<file path="src/rtl/core/rpd_pkg.sv">
// Shared types and helpers for the RGB pixel doubler.
`default_nettype none

package rpd_pkg;

  localparam int unsigned PixW     = 32;
  localparam int unsigned NumRes   = 8;
  localparam int unsigned CntW     = 4;
  localparam int unsigned FmtW     = 3;
  localparam int unsigned AddrW    = 3;
  localparam int unsigned DataW    = 32;
  localparam logic [FmtW-1:0] FmtReset = 3'd2;

  localparam logic [7:0]  Mask5  = 8'h1F;
  localparam logic [7:0]  Mask6  = 8'h3F;
  localparam logic [7:0]  Mask8  = 8'hFF;
  localparam logic [PixW-1:0] Mask24 = 32'h00FF_FFFF;

  typedef enum logic [FmtW-1:0] {
    FMT_DUP  = 3'd0,
    FMT_555  = 3'd1,
    FMT_565  = 3'd2,
    FMT_888  = 3'd3,
    FMT_8888 = 3'd4
  } fmt_e;

  // Full result set of one input, in output order.
  typedef struct packed {
    logic [CntW-1:0]             count;
    logic [NumRes-1:0][PixW-1:0] pix;
  } res_t;

  // Codes above the last format behave as 32-bit xRGB.
  function automatic fmt_e fmt_norm(input logic [FmtW-1:0] raw);
    fmt_e f;
    begin
      if (raw > FMT_8888) begin
        f = FMT_8888;
      end else begin
        f = fmt_e'(raw);
      end
      return f;
    end
  endfunction

  function automatic logic [PixW-1:0] pix_mask(input fmt_e f);
    logic [PixW-1:0] m;
    begin
      unique case (f)
        FMT_DUP:          m = {24'd0, Mask8};
        FMT_555, FMT_565: m = {16'd0, Mask8, Mask8};
        FMT_888:          m = Mask24;
        default:          m = '1;
      endcase
      return m;
    end
  endfunction

endpackage

`default_nettype wire

</file>
<file path="src/rtl/core/rgb_pixel_doubler_interp.sv">
// Top level of the 2x smoothing upscaler for packed RGB pixels.
// Each input transfer carries one column of two adjacent source rows. Once a
// row has a previous column, the next column makes that previous column emit
// four destination pixels (upper row: the pixel and its average with the
// right neighbor; lower row: the vertical and the diagonal average, or a copy
// of the upper row in the bottom row; the 8-bit mode only replicates), and the
// last column of a row additionally emits its own 2x2 duplicate, so one input
// causes zero, four or eight output transfers. Three averaging lanes work on
// the horizontal, vertical and diagonal pairs in the same cycle, a merging
// stage orders their results, and the whole list is captured in an eight-entry
// result buffer that the output port drains one pixel per cycle while
// out_ready_i is high, so the output port sets the rate. A new input is taken
// in the same cycle as the last buffered result leaves, so a steady stream
// runs without gaps. The pixel format register sits at byte address 0 of the
// APB-style port and should only be written while the block is idle.
`default_nettype none

module rgb_pixel_doubler_interp
  import rpd_pkg::*;
(
  input  logic             clk_i,
  input  logic             rst_ni,

  input  logic             psel,
  input  logic             penable,
  input  logic             pwrite,
  input  logic [AddrW-1:0] paddr,
  input  logic [DataW-1:0] pwdata,
  output logic [DataW-1:0] prdata,
  output logic             pready,

  input  logic             in_valid_i,
  output logic             in_ready_o,
  input  logic [PixW-1:0]  upper_pixel_i,
  input  logic [PixW-1:0]  lower_pixel_i,
  input  logic             row_end_i,
  input  logic             bottom_row_i,

  output logic             out_valid_o,
  input  logic             out_ready_i,
  output logic [PixW-1:0]  out_pixel_o,
  output logic             dest_row_o,
  output logic             run_last_o
);

  localparam int unsigned IdxW = $clog2(NumRes);

  // Configuration register; the raw value is kept so that reads return it.
  logic [FmtW-1:0] fmt_q, fmt_d;
  logic            cfg_we;
  fmt_e            fmt;

  assign pready = 1'b1;
  assign cfg_we = psel && penable && pwrite && (paddr[AddrW-1:2] == '0);
  assign fmt_d  = cfg_we ? pwdata[FmtW-1:0] : fmt_q;
  assign prdata = (paddr[AddrW-1:2] == '0) ? {{(DataW-FmtW){1'b0}}, fmt_q} : '0;
  assign fmt    = fmt_norm(fmt_q);

  always_ff @(posedge clk_i or negedge rst_ni) begin
    if (!rst_ni) begin
      fmt_q <= FmtReset;
    end else begin
      fmt_q <= fmt_d;
    end
  end

  // Previous column of the current row.
  logic [PixW-1:0] prev_upper_q, prev_lower_q;
  logic            have_prev_q;
  logic            in_xfer;
  logic            out_xfer;

  // Result buffer: the whole list of one input and a read pointer into it.
  logic [NumRes-1:0][PixW-1:0] buf_q;
  logic [CntW-1:0]             rem_q, rem_d;
  logic [IdxW-1:0]             idx_q, idx_d;

  assign out_valid_o = (rem_q != '0);
  assign out_xfer    = out_valid_o && out_ready_i;
  // The buffer can be refilled as soon as its final entry is being taken.
  assign in_ready_o  = (rem_q == '0) || ((rem_q == CntW'(1)) && out_ready_i);
  assign in_xfer     = in_valid_i && in_ready_o;

  always_ff @(posedge clk_i or negedge rst_ni) begin
    if (!rst_ni) begin
      prev_upper_q <= '0;
      prev_lower_q <= '0;
      have_prev_q  <= 1'b0;
    end else if (in_xfer) begin
      prev_upper_q <= upper_pixel_i;
      prev_lower_q <= lower_pixel_i;
      have_prev_q  <= !row_end_i;
    end
  end

  // Three lanes: right neighbor, pixel below, lower-right pixel.
  logic [PixW-1:0] horiz, vert, diag;

  rpd_avg_lane u_lane_h (
    .fmt_i (fmt),
    .x_i   (prev_upper_q),
    .y_i   (upper_pixel_i),
    .avg_o (horiz)
  );

  rpd_avg_lane u_lane_v (
    .fmt_i (fmt),
    .x_i   (prev_upper_q),
    .y_i   (prev_lower_q),
    .avg_o (vert)
  );

  rpd_avg_lane u_lane_d (
    .fmt_i (fmt),
    .x_i   (prev_upper_q),
    .y_i   (lower_pixel_i),
    .avg_o (diag)
  );

  res_t res;

  rpd_merge u_merge (
    .fmt_i        (fmt),
    .have_prev_i  (have_prev_q),
    .row_end_i    (row_end_i),
    .bottom_row_i (bottom_row_i),
    .prev_upper_i (prev_upper_q),
    .upper_i      (upper_pixel_i),
    .lower_i      (lower_pixel_i),
    .horiz_i      (horiz),
    .vert_i       (vert),
    .diag_i       (diag),
    .res_o        (res)
  );

  always_comb begin
    rem_d = rem_q;
    idx_d = idx_q;
    if (in_xfer) begin
      rem_d = res.count;
      idx_d = '0;
    end else if (out_xfer) begin
      rem_d = rem_q - CntW'(1);
      idx_d = idx_q + IdxW'(1);
    end
  end

  always_ff @(posedge clk_i or negedge rst_ni) begin
    if (!rst_ni) begin
      rem_q <= '0;
      idx_q <= '0;
    end else begin
      rem_q <= rem_d;
      idx_q <= idx_d;
    end
  end

  always_ff @(posedge clk_i) begin
    if (in_xfer) begin
      buf_q <= res.pix;
    end
  end

  // Within each group of four the first two entries go to the upper row.
  assign out_pixel_o = buf_q[idx_q];
  assign dest_row_o  = idx_q[1];
  assign run_last_o  = (rem_q == CntW'(1));

endmodule

`default_nettype wire

</file>
<file path="src/rtl/core/rpd_avg_lane.sv">
// One averaging lane: per-channel floor average of two packed pixels.
`default_nettype none

module rpd_avg_lane
  import rpd_pkg::*;
(
  input  fmt_e            fmt_i,
  input  logic [PixW-1:0] x_i,
  input  logic [PixW-1:0] y_i,
  output logic [PixW-1:0] avg_o
);

  logic [5:0] r555, g555, b555;
  logic [5:0] r565, b565;
  logic [6:0] g565;
  logic [8:0] r888, g888, b888;

  assign r555 = {1'b0, x_i[14:10]} + {1'b0, y_i[14:10]};
  assign g555 = {1'b0, x_i[9:5]}   + {1'b0, y_i[9:5]};
  assign b555 = {1'b0, x_i[4:0]}   + {1'b0, y_i[4:0]};

  assign r565 = {1'b0, x_i[15:11]} + {1'b0, y_i[15:11]};
  assign g565 = {1'b0, x_i[10:5]}  + {1'b0, y_i[10:5]};
  assign b565 = {1'b0, x_i[4:0]}   + {1'b0, y_i[4:0]};

  assign r888 = {1'b0, x_i[23:16]} + {1'b0, y_i[23:16]};
  assign g888 = {1'b0, x_i[15:8]}  + {1'b0, y_i[15:8]};
  assign b888 = {1'b0, x_i[7:0]}   + {1'b0, y_i[7:0]};

  always_comb begin
    unique case (fmt_i)
      FMT_555: avg_o = {17'd0, r555[5:1], g555[5:1], b555[5:1]};
      FMT_565: avg_o = {16'd0, r565[5:1], g565[6:1], b565[5:1]};
      FMT_DUP, FMT_888, FMT_8888: begin
        avg_o = {8'd0, r888[8:1], g888[8:1], b888[8:1]};
      end
      default: avg_o = {8'd0, r888[8:1], g888[8:1], b888[8:1]};
    endcase
  end

endmodule

`default_nettype wire

</file>
<file path="src/rtl/core/rpd_merge.sv">
// Merging stage: orders the lane results into the list of output pixels.
`default_nettype none

module rpd_merge
  import rpd_pkg::*;
(
  input  fmt_e            fmt_i,
  input  logic            have_prev_i,
  input  logic            row_end_i,
  input  logic            bottom_row_i,
  input  logic [PixW-1:0] prev_upper_i,
  input  logic [PixW-1:0] upper_i,
  input  logic [PixW-1:0] lower_i,
  input  logic [PixW-1:0] horiz_i,
  input  logic [PixW-1:0] vert_i,
  input  logic [PixW-1:0] diag_i,
  output res_t            res_o
);

  logic [PixW-1:0]        mask;
  logic [PixW-1:0]        prev_m;
  logic [PixW-1:0]        up_m;
  logic [PixW-1:0]        low_m;
  logic [3:0][PixW-1:0]   mid_grp;
  logic [3:0][PixW-1:0]   end_grp;

  assign mask   = pix_mask(fmt_i);
  assign prev_m = prev_upper_i & mask;
  assign up_m   = upper_i & mask;
  assign low_m  = ((fmt_i == FMT_DUP) || bottom_row_i) ? up_m : (lower_i & mask);

  // By index, groups are upper, upper, lower, lower; index 0 goes out first.
  always_comb begin
    if (fmt_i == FMT_DUP) begin
      mid_grp = {prev_m, prev_m, prev_m, prev_m};
    end else if (bottom_row_i) begin
      mid_grp = {horiz_i, prev_m, horiz_i, prev_m};
    end else begin
      mid_grp = {diag_i, vert_i, horiz_i, prev_m};
    end
    end_grp = {low_m, low_m, up_m, up_m};
  end

  always_comb begin
    res_o.pix   = '0;
    res_o.count = '0;
    if (have_prev_i) begin
      res_o.pix[3:0] = mid_grp;
      res_o.count    = CntW'(4);
      if (row_end_i) begin
        res_o.pix[7:4] = end_grp;
        res_o.count    = CntW'(8);
      end
    end else if (row_end_i) begin
      res_o.pix[3:0] = end_grp;
      res_o.count    = CntW'(4);
    end
  end

endmodule

`default_nettype wire

</file>
<file path="config.mk">
export PLATFORM = sky130hd
export DESIGN_NAME = rgb_pixel_doubler_interp
export DESIGN_NICKNAME = d
export VERILOG_FILES = /design/src/rtl/core/rpd_pkg.sv /design/src/rtl/core/rgb_pixel_doubler_interp.sv /design/src/rtl/core/rpd_avg_lane.sv /design/src/rtl/core/rpd_merge.sv
export SDC_FILE = /design/constraint.sdc
export NUM_CORES = 1
export LEC_CHECK = 0
export ABC_AREA = 1
export BUFFER_PORTS_ARGS = -buffer_cell sky130_fd_sc_hd__buf_2
export CAP_MARGIN = 20
export CORE_MARGIN = 2
export CORE_UTILIZATION = 60
export DETAILED_ROUTE_END_ITERATION = 7
export GPL_TIMING_DRIVEN = 0
export PLACE_DENSITY = 0.81
export SLEW_MARGIN = 10
export SYNTH_ARGS = -nofsm -noshare
export SYNTH_HDL_FRONTEND = slang
export SYNTH_SLANG_ARGS = --single-unit
export TNS_END_PERCENT = 20
</file>
<file path="constraint.sdc">
create_clock -name clk_i -period 5.12 [get_ports clk_i]
set_input_delay 0.256 -clock clk_i [delete_from_list [all_inputs] [get_ports clk_i]]
set_output_delay 0.256 -clock clk_i [all_outputs]
set_load 0.03 [all_outputs]
</file>
# ---- Word-level counts from Yosys, hierarchy flattened
# Index checks and enable logic that the tools add are counted.
# W data, S select, Z words.
dict set report op_classes {
  eq_ne 4
  addsub 26
  bitwise_logic 4
  n_reduce_logical 15
  magnitude_cmp 2
  n_mux 20
}
# op n
set op_table {}
lappend op_table {{$mux W128} 3}
lappend op_table {{$pmux W24 S2} 3}
lappend op_table {{$mux W132} 1}
lappend op_table {{$mux W120} 1}
lappend op_table {{$and A32 B32 Y32} 3}
lappend op_table {{$bmux W32 S3} 1}
lappend op_table {{$pmux W32 S3} 1}
lappend op_table {{$add A8 B8 Y9} 9}
lappend op_table {{$add A5 B5 Y6} 12}
lappend op_table {{$mux W32} 2}
lappend op_table {{$add A6 B6 Y7} 3}
lappend op_table {{$mux W3} 5}
lappend op_table {{$mux W4} 3}
lappend op_table {{$eq A3 B2 Y1 const B} 2}
lappend op_table {{$logic_and A1 B1 Y1} 6}
lappend op_table {{$eq A4 B1 Y1 const B} 1}
lappend op_table {{$logic_not A4 Y1} 1}
lappend op_table {{$lt A3 B4 Y1 const B} 1}
lappend op_table {{$reduce_bool A4 Y1} 1}
lappend op_table {{$sub A4 B1 Y4 const B} 1}
lappend op_table {{$add A3 B1 Y3 const B} 1}
lappend op_table {{$eq A3 B1 Y1 const B} 1}
lappend op_table {{$gt A3 B3 Y1 const B} 1}
lappend op_table {{$logic_not A3 Y1} 1}
lappend op_table {{other kinds (6)} 7}
dict set report word_totals {
  reg_bits 259
  in_bits 108
  out_inout_bits 69
}

# ---- Depth between registers and ports, before layout
# Gate-level depths: netlist of run 1.
dict set report depth {
  depth_word 10
  depth_mapped 14
  ltp_nobuf 14
}

# ---- Hierarchy
# A second synthesis of run 1 with hierarchy kept.
dict set report hier_totals {
  cells_unflattened 2765
  area_unflattened_um2 22033.6
}
# module cells_per_inst n_inst area_per_inst_um2 seq_area_each_um2
set by_module_without_submodules {}
lappend by_module_without_submodules {rgb_pixel_doubler_interp 1112 1 13185.1 9565.4}
lappend by_module_without_submodules {rpd_merge 805 1 3963.8 0.0}
lappend by_module_without_submodules {{rpd_avg_lane (u_lane_d ...)} 282 2 1619.1 0.0}
lappend by_module_without_submodules {{rpd_avg_lane (u_lane_h)} 284 1 1646.6 0.0}

# ---- Worst setup path after synthesis of run 1
# No wires, ideal clock.
dict set report synth_path {
  path_kind {register to register}
  start {reg rem_q[1]}
  end {reg buf_q[0] in the netlist's numbering (enable)}
  stages_incl_launch_ff 9
  path_buffers 1
  synth_period_minus_slack_ns 4.535
  setup_ns 0.470
  arrival_ns 4.065
  t_required_ns 4.650
  path_slack_ns 0.585
  cell_sequence {dfrtp_1 -> inv_1 -> ha_1 -> nor3b_2 -> nand2_1 -> nand2_1 -> nand2_1 -> inv_2 -> buf_2}
}
dict set report synth_between {
  elab_chain_cells 4
  word_cells_on_any_way 5
}
# element line_no
set synth_lines {}
lappend synth_lines {{start, declared} rgb_pixel_doubler_interp.sv:75} ;# logic [CntW-1:0] rem_q, rem_d;
lappend synth_lines {{start signal, assigned} rgb_pixel_doubler_interp.sv:153} ;# rem_q <= rem_d;
lappend synth_lines {{$eq A4 B1 Y1} n/a}
lappend synth_lines {{named net run_last_o} rgb_pixel_doubler_interp.sv:43} ;# output logic run_last_o
lappend synth_lines {{$logic_and A1 B1 Y1} rgb_pixel_doubler_interp.sv:81} ;# assign in_ready_o = (rem_q == '0) || ((rem_q == CntW'(1)) && out_ready_i);
lappend synth_lines {{$logic_or A1 B1 Y1} rgb_pixel_doubler_interp.sv:81}
lappend synth_lines {{named net in_ready_o} rgb_pixel_doubler_interp.sv:33} ;# output logic in_ready_o,
lappend synth_lines {{$logic_and A1 B1 Y1} rgb_pixel_doubler_interp.sv:82} ;# assign in_xfer = in_valid_i && in_ready_o;
lappend synth_lines {{named net in_xfer} rgb_pixel_doubler_interp.sv:70} ;# logic in_xfer;
lappend synth_lines {{end signal, assigned} rgb_pixel_doubler_interp.sv:160} ;# buf_q <= res.pix;
lappend synth_lines {{end, declared} rgb_pixel_doubler_interp.sv:74} ;# logic [NumRes-1:0][PixW-1:0] buf_q;
# The timed path passes the listed nets, and every way through them passes these cells.
# A chain may end at the register's enable or synchronous reset.

# ---- Final worst setup path of run 1
dict set report layout_path {
  start {reg rem_q[1]}
  end {reg buf_q[41] in the netlist's numbering (enable)}
}
dict set report layout_between {
  elab_chain_cells 4
  word_cells_on_any_way 5
}
# element line_no
set layout_lines {}
lappend layout_lines {{$eq A4 B1 Y1} rgb_pixel_doubler_interp.sv:81}
lappend layout_lines {{$logic_and A1 B1 Y1} rgb_pixel_doubler_interp.sv:81}
lappend layout_lines {{$logic_or A1 B1 Y1 (*)} rgb_pixel_doubler_interp.sv:81}
lappend layout_lines {{$logic_and A1 B1 Y1 (*)} rgb_pixel_doubler_interp.sv:82}
lappend layout_lines {{named net in_xfer} rgb_pixel_doubler_interp.sv:70}
# The timed path passes the listed nets; every way through them passes the cells marked *.

==> key figures, run 1 <==
Global route
  – Initial antenna violation count: 0
  – Pin count of the biggest net entering global routing: 105
  – First-pass GRT wire length: 87700 µm
  – Total Routing Usage GR: 39.5%
  – Vias in the first global route: 15300
  – Total gr overflow: 0

Clock tree
  – Clock latency on the worst-skew pair: 0.56 ns
  – CTS Root Cell: clkbuf_16
  – CTS tree: yes
  – Buffer count from post-CTS setup fixing: 0
  – CTS-repair resized insts: 0
  – Clk sink count: 259
  – CTS HTree Levels: 1
  – Clk buf depth: 3
  – TritonCTS buffer count: 28
  – Worst-path clk slew: 0.06 ns

Timing
  – Final worst-path cycle share: 63.3%
  – Unrepaired setup endpoints after global routing: false
  – Setup TNS: 0 ns
  – Hold Vio Cnt, Final: 0
  – Max-slew violations: 0
  – Worst-Margin Slew: 0.979 ns
  – Min cycle time layout: 3.24 ns
  – Skew final: 0.0186 ns
  – Fmax: 0.309 GHz
  – Final setup viols: 0
  – Max-slew headroom: 34.7%

Critical path
  – FF-to-FF End: buf_q[41]
  – CP startpoint: rem_q[1]
  – R2R Setup Slk: 1.88 ns
  – Startpoint type of the worst setup path: flip-flop
  – Worst Reg-to-Reg Cells: 9
  – Worst-path maximum fanout: 104
  – Critical Path End: buf_q[41]
  – R2r startpoint: rem_q[1]
  – CP required: 5.30 ns
  – Worst path arrival time: 3.42 ns
  – WS Path Type: reg2reg
  – Worst Setup End Kind: flip-flop

Yosys
  – Synth warnings: 0
  – Ys flop type: edfxtp_1
  – Post-synth EDFFs: 192
  – Register area share after synthesis: 44.0%
  – Seq cells post-synth: 259
  – Synthesized netlist cell count: 2116
  – Netlist cell types: 50
  – Syn Area/Cell: 8.00 µm²
  – Synthesized area: 16900 µm²
  – Post-synth ARST share: 25.9%

Routing
  – Initial DRC count: 2348
  – Drc violations: 0
  – Vias: 16500
  – Post-Route WL: 58700 µm
  – Drt via density: 6.09
  – Antenna viol nets, final: 0
  – Initial DRT Pass Iterations: 8
  – Routed len/inst: 21.6 µm

Status
  – Status: completed

Layout
  – Commonest non-fill, non-tap cell in the layout: nand2_1
  – Final core utilization: 69.5%
  – Ratio of cells with drive above 1 in the final layout: 10.5%
  – Non-filler cells, final: 2715
  – Most frequent cells in the layout: nand2_1 (609), inv_1 (197), edfxtp_1 (192), nor2_1 (180), o21ai_0 (174)
  – Post-layout net count: 2512
  – Ant diodes: 0
  – Synth-to-Final Area Change: 14.1%
  – # fillers: 2319

Floorplanning
  – I/O pin count: 177
  – Core area: 27800 µm²
  – Die H: 172 µm
  – Initial Util: 60.9%
  – Die W: 172 µm
  – Row Count: 61
  – Die ar.: 29600 µm²

Placement
  – DP Cell Count: 2638
  – Hpwl dp: 44400 µm
  – Port bufs: 114
  – Routability congestion estimate: 1.03

Power
  – VDD IR max: 0.368 mV
  – Static leakage: 8.87 nW
  – Tot Pwr: 12.0 mW
  – P per Cell Area: 620 nW/µm²

Run
  – Max Cap Viol: 0

Min path
  – Min-Delay Path Class: in2reg
  – Hold path cells: 3
power by group:
group	total [mW]	leakage, nW	switching [mW]	internal, mW
registers	3.31	2.62	0.381	2.93
clock network	2.08	0.445	0.869	1.21
logic	6.57	5.81	4.58	2.00
total	12.0	8.87	5.83	6.14
worst max-delay path: stages (launching register included):
cell and delay (ns):
dfrtp_1 0.36, inv_1 0.14, ha_1 0.16, nor3b_2 0.17, nand2_1 0.07, nand2_1 0.08, nand2_1 0.43, inv_2 0.35
buf_8 0.59, buf_16 0.48
area by class of cell:
class | instances | area [µm²] | share of cell area [%]
clock buffer | 38 | 769 | 3.98
inverter | 207 | 782 | 4.05
clock inverter | 14 | 158 | 0.816
sequential | 259 | 7440 | 38.5
tap | 378 | 473 | 2.45
buffer | 130 | 673 | 3.49
timing repair buffer | 141 | 878 | 4.55
multi-input combinational | 1548 | 8130 | 42.1
timing repair:
action,in CTS,in global routing
hold endpoints to repair,48,0
hold buffers,25,0
endpoints found under the setup margin,0,0
metrics by stage:
| stage | worst slack (ns) | hold slack, ns | instance area, µm² |
|---|---|---|---|
| 2_1_floorplan | 0.585 | -0.0396 | 17000 |
| 3_3_place_gp | -0.117 | 0.466 | 18100 |
| 3_5_place_dp | 1.95 | 0.205 | 18100 |
| 4_1_cts | 1.94 | 0.00116 | 19300 |
| 5_1_grt | 1.74 | 0.0161 | 19300 |
| 6_report | 1.88 | 0.00404 | 19300 |
kinds of logic (layout without fill, tap and decap cells):
family / count (synthesis) / count (layout) / share of synthesized area [%]
buf+inv: 337 / 530 / 8.54
compound gates: 444 / 444 / 15.5
fa+ha+maj: 89 / 89 / 7.38
other cells: 2 / 30 / 0.0444
xor+xnor: 22 / 22 / 1.14
simple gates: 963 / 963 / 23.4
flops: 259 / 259 / 44.0
registers in the layout (all words and copies together), names as in the netlist:
signal and flops:
fmt_q 3, idx_q 3, have_prev_q 1, rem_q 4, buf_q 192, prev_lower_q 24
prev_upper_q 32
Yosys cell counts (all sizes together), types with 2 or more instances:
cell type	n	area, µm²
dfrtp	66	1650
nand4	20	125
o211ai	14	105
a32o	32	320
or2	8	50.1
o32ai	8	70.1
a31oi	10	62.6
o21ai	189	946
a21oi	101	505
nand3	124	626
o22ai	58	363
fa	18	360
nor3	2	10.0
buf	68	430
nand3b	6	45.0
xor2	8	70.1
clkbuf	62	233
nor3b	2	20.0
xnor2	14	123
ha	71	888
a21o	3	22.5
a22oi	2	15.0
edfxtp	192	5770
conb	2	7.51
o21bai	2	15.0
nor2	186	747
o221ai	7	61.3
inv	207	782
nand2	613	2320
o21a	15	113
worst min-delay path by stage:
stage,from,end
2_1_floorplan,rst_ni,fmt_q[0]
3_3_place_gp,prev_lower_q[0],prev_lower_q[0]
3_5_place_dp,rst_ni,prev_lower_q[1]
4_1_cts,lower_pixel_i[4],prev_lower_q[4]
5_1_grt,lower_pixel_i[4],prev_lower_q[4]
6_report,lower_pixel_i[2],prev_lower_q[2]
metal layers:
metal  GRT usage [%]  up-vias  wire, µm
met5               0        -         0
met4            13.0        0      1930
met3            10.0      148      8010
met2            58.7     1185     24700
met1            56.9     7676     24100
li1                -     7536         -
Note: power is estimated with default switching activity, not from simulation.
==> run 2: changes to the inputs <==
--- a/config.mk
+++ b/config.mk
@@ -5,7 +5,7 @@
 export SDC_FILE = /design/constraint.sdc
 export NUM_CORES = 1
 export LEC_CHECK = 0
-export ABC_AREA = 1
+export ABC_AREA = 0
 export BUFFER_PORTS_ARGS = -buffer_cell sky130_fd_sc_hd__buf_2
 export CAP_MARGIN = 20
 export CORE_MARGIN = 2
==> constraint.sdc (replaced) <==
create_clock -name clk_i -period 3.25 [get_ports clk_i]
set_input_delay 0.1625 -clock clk_i [delete_from_list [all_inputs] [get_ports clk_i]]
set_output_delay 0.1625 -clock clk_i [all_outputs]
set_load 0.03 [all_outputs]
==> run 2 against run 1 <==
Clock skew is 0.0016 ns lower. Die area fell by 3.2%. Routed wire length is 9.1% lower. Setup slack worse by 1.9 ns. Global-route usage shrank 2.5 points. Design area shrank 0.96%. Total power up 53%. Sequential share of layout area is 0.37 points higher. Critical path depth fell by 3. Count of clock-buffer cells in the layout down 2. Synthesized cell count decreased by 24%. Critical endpoint is now out_pixel_o[15]. Largest power group unchanged.
==> key figures, run 2 <==
Power
  – Clk pwr share: 18.3%
  – Static leakage: 8.34 nW
  – Sequential fraction of design power: 28.5%
  – Psw: 8.22 mW
  – P per Cell Area: 957 nW/µm²
  – Gate power share: 53.2%
  – VDD IR max: 0.598 mV
  – Pint: 10.1 mW
  – Switching share of power: 44.9%

Timing
  – Worst-Margin Slew: 1.05 ns
  – Final setup viols: 0
  – Setup TNS: 0 ns
  – Final worst-path cycle share: 99.7%
  – Skew final: 0.0170 ns
  – Fmax: 0.309 GHz
  – Hold Vio Cnt, Final: 0
  – Min cycle time layout: 3.24 ns
  – Max-slew violations: 0
  – Max-slew headroom: 30.1%

Layout
  – Commonest non-fill, non-tap cell in the layout: nand2_1
  – FF/Latch Area: 7440 µm²
  – Max FFs per register: 192
  – Area of the multi-input gates: 8220 µm²
  – # fillers: 2001
  – Biggest register: buf_q
  – Post-layout net count: 2037
  – Regs by FF count: buf_q x192, prev_upper_q x32, prev_lower_q x24
  – Synth-to-Final Area Change: 16.9%
  – Ant diodes: 0
  – Most frequent cells in the layout: nand2_1 (252), edfxtp_1 (192), buf_2 (136), nor2_1 (134), a21oi_1 (113)
  – Ratio of cells with drive above 1 in the final layout: 15.4%
  – Non-filler cells, final: 2203

Floorplanning
  – Initial Util: 60.9%
  – I/O pin count: 177
  – Core area: 26900 µm²
  – Die H: 169 µm
  – Row Count: 60
  – Die W: 169 µm
  – Die ar.: 28600 µm²

Clock tree
  – Clk buf depth: 3
  – TritonCTS buffer count: 29
  – CTS tree: yes
  – CTS HTree Levels: 1
  – CTS Root Cell: clkbuf_16
  – Buffer count from post-CTS setup fixing: 0
  – Clock latency on the worst-skew pair: 0.58 ns
  – Worst-path clk slew: 0.06 ns
  – Clk sink count: 259

Yosys
  – Count leader, synth: nand2_1
  – Share of the synthesized area in the top cell type: 35.3%
  – Largest area contributor in the netlist: edfxtp_1
  – Synth cell count leaders: nand2_1 (252), edfxtp_1 (192), nor2_1 (134)
  – Register area share after synthesis: 45.5%
  – Netlist cell types: 77
  – Syn Area/Cell: 10.2 µm²
  – Synthesized netlist cell count: 1599
  – Top cells by area in the synthesized netlist: edfxtp_1 (35%), dfrtp_1 (10%), nand2_1 (5.8%)
  – Ys flop type: edfxtp_1
  – Post-synth ARST share: 25.9%
  – Synthesized area: 16400 µm²
  – Seq cells post-synth: 259
  – Post-synth EDFFs: 192
  – Synth warnings: 0

Routing
  – Initial DRC count: 2034
  – Drc violations: 0
  – Vias: 14100
  – Routed len/inst: 24.2 µm
  – Antenna viol nets, final: 0
  – Initial DRT Pass Iterations: 7
  – Post-Route WL: 53400 µm
  – Drt via density: 6.39

Min path
  – Min-Delay Path Class: in2reg
  – Hold path cells: 3

Global route
  – First-pass GRT wire length: 79600 µm
  – GRT busiest layer: met2
  – Total Routing Usage GR: 37.0%
  – Initial antenna violation count: 2
  – Grt met2 use: 58.5%
  – GR Util met1: 50.7%
  – Pin count of the biggest net entering global routing: 202
  – Met3 Usage GRT: 8.46%
  – Vias in the first global route: 13700
  – Total gr overflow: 0

Placement
  – DP Cell Count: 2084
  – Port bufs: 115
  – Hpwl dp: 36700 µm
  – Routability congestion estimate: 1.01

Critical path
  – Startpoint type of the worst setup path: flip-flop
  – Worst Setup End Kind: output port
  – WS Path Type: reg2out
  – Crit-path max cell delay: 0.75 ns
  – CP required: 3.09 ns
  – Most used cell, CP: clkbuf_1
  – Worst Reg-to-Reg Cells: 6
  – CP top delay family: buffers and inverters
  – Worst-path maximum fanout: 10
  – CP Cell Sequence: clkbuf_1, clkbuf_1, mux4_2, nor2_1, a21oi_1, buf_2
  – Worst path arrival time: 3.08 ns
  – Worst path depth: 6
  – WP buf/inv: 3
  – Slowest cell on crit path: clkbuf_1

Run
  – Max Cap Viol: 0

Status
  – Status: completed
run 2: final timing paths:
check	startpoint	endpoint	slack (ns)
setup / recovery	idx_q[1]	out_pixel_o[15]	0.01
hold / removal	lower_pixel_i[27]	buf_q[251]	0.006
setup reg to reg	have_prev_q	buf_q[38]	0.17
hold reg to reg	prev_lower_q[8]	prev_lower_q[8]	0.48
max in group asynchronous	rst_ni	prev_lower_q[2]	2.56
min in group asynchronous	rst_ni	prev_lower_q[16]	0.08
run 2: power by group through the flow:
| stage | Sequential (mW) | Combinational (mW) | Clock [mW] |
|---|---|---|---|
| 2_1_floorplan | 5.06 | 6.80 | 0 |
| 3_3_place_gp | 5.20 | 9.13 | 0 |
| 3_5_place_dp | 5.24 | 9.35 | 0 |
| 4_1_cts | 5.19 | 9.49 | 3.32 |
| 5_1_grt | 5.29 | 10.5 | 3.44 |
| 6_report | 5.22 | 9.74 | 3.35 |
run 2: cell families (layout without fill, tap and decap cells):
family / Yosys count / in the layout / share of synthesized area [%]
xor gates and xnor gates: 53 / 53 / 2.84
adders and majority gates: 89 / 89 / 7.63
AOI/OAI and AO/OA: 389 / 389 / 15.3
buffers and inverters: 160 / 395 / 4.87
DFF: 259 / 259 / 45.5
other: 2 / 30 / 0.0459
muxes: 108 / 108 / 9.12
and+or+nand+nor: 539 / 539 / 14.7
run 2: per-layer routing:
metal  up-vias  wire, µm
met5         -         8
met2       965     24200
met1      6710     20700
met3       155      6290
li1       6254         -
met4         2      2120
run 2: area by class of cell:
class | instances | area share [%]
Timing Repair Buffer | 182 | 6.58
Multi-Input combinational cell | 1208 | 43.0
Buffer | 119 | 3.51
Inverter | 41 | 0.805
Clock inverter | 17 | 0.936
Tap cell | 341 | 2.23
Sequential cell | 259 | 38.9
Clock buffer | 36 | 4.04
run 2: through the flow:
step / setup slack [ns] / cell area (µm²) / total power, mW / hold slack, ns / utilization [%]
6_report: 0.0106 / 19100 / 18.3 / 0.00557 / 71.2
5_1_grt: -0.00215 / 19100 / 19.2 / 0.0295 / 71.2
4_1_cts: 0.0678 / 19100 / 18.0 / 0.00321 / 71.1
3_5_place_dp: 0.277 / 17500 / 14.6 / 0.137 / 65.1
3_3_place_gp: 0.267 / 17500 / 14.3 / 0.397 / 65.0
2_1_floorplan: 0.382 / 16500 / 11.9 / -0.133 / -
run 2: what timing repair did:
| item | CTS | global route |
|---|---|---|
| endpoints found under the hold margin | 167 | 0 |
| hold buffers | 66 | 0 |
| setup endpoints to repair | 0 | 1 |
| gates resized for setup | 0 | 3 |
run 2: worst min-delay path: cells and delay by family:
| kind | cells | cell delay (ns) |
|---|---|---|
| buffers and inverters | 1 | 0.08 |
| muxes | 1 | 0.09 |
| and+or+nand+nor | 1 | 0.13 |
